### config.mk
export PLATFORM = sky130hd
export DESIGN_NAME = tdpt_divider
export DESIGN_NICKNAME = d
export VERILOG_FILES = /design/src/rtl/tdpt_pkg.sv /design/src/rtl/tdpt_divider.sv
export SDC_FILE = /design/constraint.sdc
export NUM_CORES = 1
export LEC_CHECK = 0
export ABC_AREA = 1
export BUFFER_PORTS_ARGS = -buffer_cell sky130_fd_sc_hd__buf_2
export CAP_MARGIN = 20
export CORE_ASPECT_RATIO = 1.25
export CORE_MARGIN = 2
export CORE_UTILIZATION = 49
export DETAILED_ROUTE_END_ITERATION = 7
export PLACE_DENSITY = 0.79
export SLEW_MARGIN = 20
export SYNTH_ARGS = -nofsm -noshare
export SYNTH_HDL_FRONTEND = slang
export SYNTH_SLANG_ARGS = --single-unit
### constraint.sdc
create_clock -name clk -period 2.25 [get_ports clk]
set_clock_uncertainty 0.2 [all_clocks]
set_input_delay 0.45 -clock clk [delete_from_list [all_inputs] [get_ports clk]]
set_output_delay 0.45 -clock clk [all_outputs]
set_load 0.03 [all_outputs]
### src/rtl/tdpt_pkg.sv
package tdpt_pkg;

	localparam int WIDTH     = 32;
	localparam int DIV_WIDTH = (WIDTH + 1) / 2 + 1;
	localparam int CNT_WIDTH = $clog2(WIDTH);

	localparam logic [1:0] VERDICT_PRIME     = 2'd0;
	localparam logic [1:0] VERDICT_COMPOSITE = 2'd1;
	localparam logic [1:0] VERDICT_NEITHER   = 2'd2;

	typedef struct packed {
		logic                     done;
		logic                     rem_zero;
		logic [WIDTH-1:0]         quotient;
	} div_res_t;

endpackage

### src/rtl/tdpt_divider.sv
module tdpt_divider (
	input  logic                               clk,
	input  logic                               arst_n,
	input  logic                               start,
	input  logic [tdpt_pkg::WIDTH-1:0]         dividend,
	input  logic [tdpt_pkg::DIV_WIDTH-1:0]     divisor,
	output logic                               busy,
	output tdpt_pkg::div_res_t                 res
);

	logic                               busy_q;
	logic                               done_q;
	logic [tdpt_pkg::CNT_WIDTH-1:0]     cnt_q;
	logic [tdpt_pkg::WIDTH-1:0]         quo_q;
	logic [tdpt_pkg::DIV_WIDTH-1:0]     rem_q;
	logic [tdpt_pkg::DIV_WIDTH:0]       trial;
	logic [tdpt_pkg::DIV_WIDTH:0]       diff;
	logic                               fits;

	// One restoring step: bring down the next dividend bit and try the subtraction.
	assign trial = {rem_q, quo_q[tdpt_pkg::WIDTH-1]};
	assign diff  = trial - {1'b0, divisor};
	assign fits  = ~diff[tdpt_pkg::DIV_WIDTH];

	always_ff @(posedge clk or negedge arst_n) begin
		if (!arst_n) begin
			busy_q <= 1'b0;
			done_q <= 1'b0;
			cnt_q  <= '0;
		end else begin
			done_q <= 1'b0;
			if (start) begin
				busy_q <= 1'b1;
				cnt_q  <= tdpt_pkg::CNT_WIDTH'(tdpt_pkg::WIDTH - 1);
			end else if (busy_q) begin
				cnt_q <= cnt_q - 1'b1;
				if (cnt_q == '0) begin
					busy_q <= 1'b0;
					done_q <= 1'b1;
				end
			end
		end
	end

	always_ff @(posedge clk) begin
		if (start) begin
			quo_q <= dividend;
			rem_q <= '0;
		end else if (busy_q) begin
			quo_q <= {quo_q[tdpt_pkg::WIDTH-2:0], fits};
			rem_q <= fits ? diff[tdpt_pkg::DIV_WIDTH-1:0] : trial[tdpt_pkg::DIV_WIDTH-1:0];
		end
	end

	assign busy         = busy_q;
	assign res.done     = done_q;
	assign res.rem_zero = (rem_q == '0);
	assign res.quotient = quo_q;

endmodule

---- Word level (Yosys, flattened, before mapping) ----
Cells that the tools add are included.
W data, S select, Z words.
storage, ports and cells
  memories ................................ 0
  latch bits .............................. 0
  logic and storage cells ................. 22
  bits in writable memories ............... 0
  input bits .............................. 52
  bits in registers ....................... 56
  memory bits (read-only) ................. 0
cells by class
  shift operators ......................... 0
  equal/unequal tests ..................... 0
  $mul .................................... 0
  divide/modulo/power cells ............... 0
  bitwise gates (word level) .............. 1
  add/subtract/negate cells ............... 2
  $lt $le $gt $ge ......................... 0
  muxes and demuxes ....................... 11
  reductions and logical operators ........ 3
operators by type and width
  operator               number
  $mux W32               2
  $sub A18 B17 Y18       1
  $logic_not A17 Y1      1
  $mux W17               1
  $mux W5                2
  $mux W1                6
  $logic_not A5 Y1       1
  $sub A5 B1 Y5 const B  1
  $reduce_bool A2 Y1     1
  $not A1 Y1             1

---- Longest topological paths before layout ----
  depth in word-level cells ............... 4
  gate-level depth with buffers ........... 16

---- Worst setup path before layout ----
Ideal clock, no wire load.
  kind .................................... flip-flop to flip-flop
  start ................................... register quo_q[31] in the netlist's numbering
  end ..................................... register rem_q[14] in the netlist's numbering
  setup time .............................. 0.113 ns
  slack ................................... -0.135 ns
  clock period less this slack ............ 2.385 ns
  data required time ...................... 1.937 ns
  path buffers ............................ 0
  cell stages (with the launch flop) ...... 14
  arrival ................................. 2.072 ns
  cell sequence ........................... edfxtp_1 > inv_1 > ha_1 > fa_1 > o21ai_1 > nand2_1 > o21bai_1 > nand2_1 > nand2_1 > nand2_1 > nand2_1 > nand2_2 > nand3_1 > nand2_1
on the way
  cells in the longest elaborated chain, start to end .. 2
ends and longest elaborated chain
  what                    line                source
  start, declared         tdpt_divider.sv:14  logic [tdpt_pkg::WIDTH-1:0] quo_q;
  start signal, assigned  tdpt_divider.sv:47  quo_q <= dividend;
  start signal, assigned  tdpt_divider.sv:50  quo_q <= {quo_q[tdpt_pkg::WIDTH-2:0], fits};
  $sub A18 B17 Y18        tdpt_divider.sv:22  assign diff = trial - {1'b0, divisor};
  $mux W17                tdpt_divider.sv:51  rem_q <= fits ? diff[tdpt_pkg::DIV_WIDTH-1:0] : trial[tdpt_pkg::DIV_WIDTH-1:0];
  end signal, assigned    tdpt_divider.sv:51
  end, declared           tdpt_divider.sv:15  logic [tdpt_pkg::DIV_WIDTH-1:0] rem_q;
Every way passes these cells.
A chain may end at the register's enable or synchronous reset.

==> metrics.md <==
| Metric | Value |
|---|---|
| Status | `finished clean` |
| RR Startpoint | `rem_q[4]` |
| Dpl cells | `741` |
| # diodes | `0` |
| Number of buffers and inverters on the critical path | `2` |
| Slowest cell on the critical path | `dfxtp_2` |
| Fmax | `458 MHz` |
| Clock latency on the worst-skew pair | `approximately 0.31 ns` |
| Tmin final | `2.18 ns` |
| Clock Power Share | `9.9%` |
| RePlAce Congestion | `roughly 0.91` |
| GRT overflow | `0` |
| CP Cell Sequence | `inv_1 -> nand4_1 -> nor3_2 -> nand4_1 -> nor4_4 -> buf_6` |
| Core box area | `0.00740 mm^2` |
| Type of origin of the critical path | `flip-flop` |
| Fin crit share | `between 90% and 100%` |
| Crit path max-delay family | `simple AND/OR/NAND/NOR gates` |
| Fillers | `654` |
| Commonest non-fill, non-tap cell in the layout | `nand2_1` |
| Port bufs | `86` |
| Worst-path fanout max | `3` |
| Post-DR wirelength/cell | `12.4 um` |
| Sequential power share | `28.1%` |
| Synth Instances | `between 500 and 600` |
| GRT Resource Usage Total | `22.4%` |
| Post-synthesis sequential area ratio | `around two fifths` |
| Via-to-Cell Ratio | `4.96` |
| Chip Width | `82.4 um` |
| Routed Wire Length | `9340 um` |
| Layout cells sized above 1 | `29.8%` |
| Worst Min Path Start | `dividend[5]` |
| Drt first pass iters | `4` |
| Layout Nets | `between 700 and 800` |
| Sw frac | `45.1%` |
| Power Internal | `2.99 mW` |
| Leakage | `2.71 nW` |
| Vias in the first global route | `3,457` |
| Max cap viols | `0` |
| Via count | `3,733` |
| Hold Path Class | `input pin to flip-flop` |
| Critical path class | `flip-flop to output port` |
| Final Non-Filler Cells | `approximately 750` |
| CTS max path bufs | `2` |
| Post-synthesis instance area | `0.00376 mm^2` |
| RSZ-0062 raised after global routing | `yes` |
| CP startpoint | `rem_q[1]` |
| H-tree depth | `2` |
| Crit-path max cell delay | `0.34 ns` |
| Register bit count reported by yosys | `56` |
| DRT iter0 DRCs | `186` |
| Min Hold Slack | `0.200 ns` |
| Final Hold Vio Count | `0` |
| # DRC | `0` |
| Initial antenna violation count | `0` |
| Total CTS buffers | `5` |
| Die Y | `102 um` |
| Peak supply drop | `552 uV` |
| Synth warn | `0` |
| Pwr dens | `1130 mW/mm^2` |
| Crit path DAT | `1.53 ns` |
| Synth Net Count | `605` |
| Critical Path RT | `1.60 ns` |
| Final slew viol count | `0` |
| Clock-pin slew on the worst setup and hold paths | `0.10 ns` |
| Combinational power share | `just over 60%` |
| Clock Sinks | `56` |
| Crit. End Element | `output port` |
| First-pass GRT wire length | `14,800 um` |
| Slew headroom | `roughly three quarters` |
| Io pins | `87` |
| Most frequent cells in the layout | `nand2_1 (215), buf_2 (85), inv_1 (75)` |
| Largest net degree at the start of global routing | `34` |
| Post-DP HPWL | `7240 um` |
| Final setup vio count | `0` |
| Placement Rows | `35` |
| Final ANT Viol Nets | `0` |
| Total die area | `about 0.0084 mm^2` |
| CTS tree | `built` |
| CTS root buf | `clkbuf_8` |
| Worst Max-Slew Pin Slew | `around 0.39 ns` |
| Post-synth cell types | `37` |
| Area Overhead vs Synth | `28.4%` |
| Worst path most repeated cell | `nand4_1` |
| Avg Cell Area, Syn | `7.06 um^2` |
| Starting Density | `50.8%` |
| NetSw | `2.46 mW` |
-- layout make-up --
cell class,instances,area (um^2),share of cell area (%)
well taps,92,115,2.38
repair buffers,133,808,16.7
clock inverters,2,12.5,0.259
multi-input cells,379,2020,41.8
inverters,84,315,6.53
clock buffers,6,72.6,1.50
flip-flops and latches,56,1490,30.8
-- registers in the layout, summed over array words and instances (netlist names) --
register,count
done_q,1
busy,1
rem_q,17
cnt_q,5
quo_q,32
-- kinds of logic after synthesis --
| kind of cell | share of synthesized area (%) |
|---|---|
| buffers and inverters | 10.5 |
| XOR/XNOR | 1.86 |
| adder cells (fa/ha/maj) | 6.85 |
| AND/OR/NAND/NOR | 38.3 |
| AO/OA/AOI/OAI | 3.26 |
| flip-flops | 39.3 |
-- power groups by stage --
stage / logic, mW / clock network, mW / registers (mW)
2_1_floorplan: 2.02 / 0 / 1.58
3_3_place_gp: 3.07 / 0 / 1.51
3_5_place_dp: 3.14 / 0 / 1.52
4_1_cts: 3.19 / 0.551 / 1.51
5_1_grt: 3.77 / 0.584 / 1.56
6_report: 3.38 / 0.541 / 1.53
-- final timing paths --
check | end | slack (ns) | depth (start not counted)
setup / recovery | res[32] | 0.07 | 6
hold / removal | quo_q[5] | 0.20 | 3
setup reg to reg | quo_q[0] | 0.10 | 11
hold reg to reg | rem_q[1] | 0.28 | 2
max in group asynchronous | cnt_q[0] | 1.41 | 2
min in group asynchronous | cnt_q[3] | 0.29 | 2
-- per-stage QoR --
| step | TNS, ns | instance area, um^2 | worst slack, ns | utilization (%) | power, mW |
|---|---|---|---|---|---|
| 2_1_floorplan | -0.0722 | 3770 | -0.0369 | - | 3.60 |
| 3_3_place_gp | -0.625 | 4580 | -0.0786 | 61.9 | 4.58 |
| 3_5_place_dp | -1.31 | 4580 | -0.121 | 61.9 | 4.66 |
| 4_1_cts | 0 | 4700 | 0.00141 | 63.5 | 5.25 |
| 5_1_grt | -0.0679 | 4830 | -0.0561 | 65.2 | 5.91 |
| 6_report | 0 | 4830 | 0.0683 | 65.2 | 5.45 |
-- per-layer routing --
layer	vias to the layer above	share of wire (%)	track usage (%)
met3	21	5.4	3.18
met5	-	0	0
met2	111	48	39.1
li1	1912	-	-
met4	0	2.6	8.85
met1	1689	44	27.6
-- worst reg2reg max path, stage by stage (launching register included) --
cell	delay (ns)
dfxtp_2	0.34
buf_4	0.13
ha_1	0.28
nand2_1	0.12
nor2_2	0.13
nand3_1	0.10
nand3_2	0.12
nand2_4	0.09
nand2_4	0.09
nand2_1	0.13
nand2_2	0.13
o21ai_1	0.07
-- Yosys cell counts, drive strengths merged --
library cell | n | share of area (%)
nand2 | 236 | 25
inv | 84 | 8.4
nand3 | 51 | 7.3
edfxtp | 32 | 26
nor2 | 21 | 2.4
ha | 19 | 6.3
dfxtp | 17 | 9.0
a21oi | 12 | 1.6
o21ai | 8 | 1.1
buf | 7 | 1.4
clkbuf | 7 | 0.70
dfrtp | 7 | 4.7
nand4 | 6 | 1.0
nor3 | 6 | 0.93
xnor2 | 4 | 0.93
xor2 | 4 | 0.93
and2 | 2 | 0.33
nand3b | 2 | 0.40
o21bai | 2 | 0.40
a22oi | 1 | 0.20
and3 | 1 | 0.17
fa | 1 | 0.53
nor4 | 1 | 0.17
or2 | 1 | 0.17
or3 | 1 | 0.17
-- repair_timing --
item | CTS | global route
pin swaps | 0 | 7
hold buffers | 1 | 0
cloned | 0 | 0
gates resized for setup | 7 | 26
setup endpoints to repair | 1 | 18
setup buffers | 0 | 2
hold endpoints to repair | 7 | 0
Power figures use the tool's default switching activity.
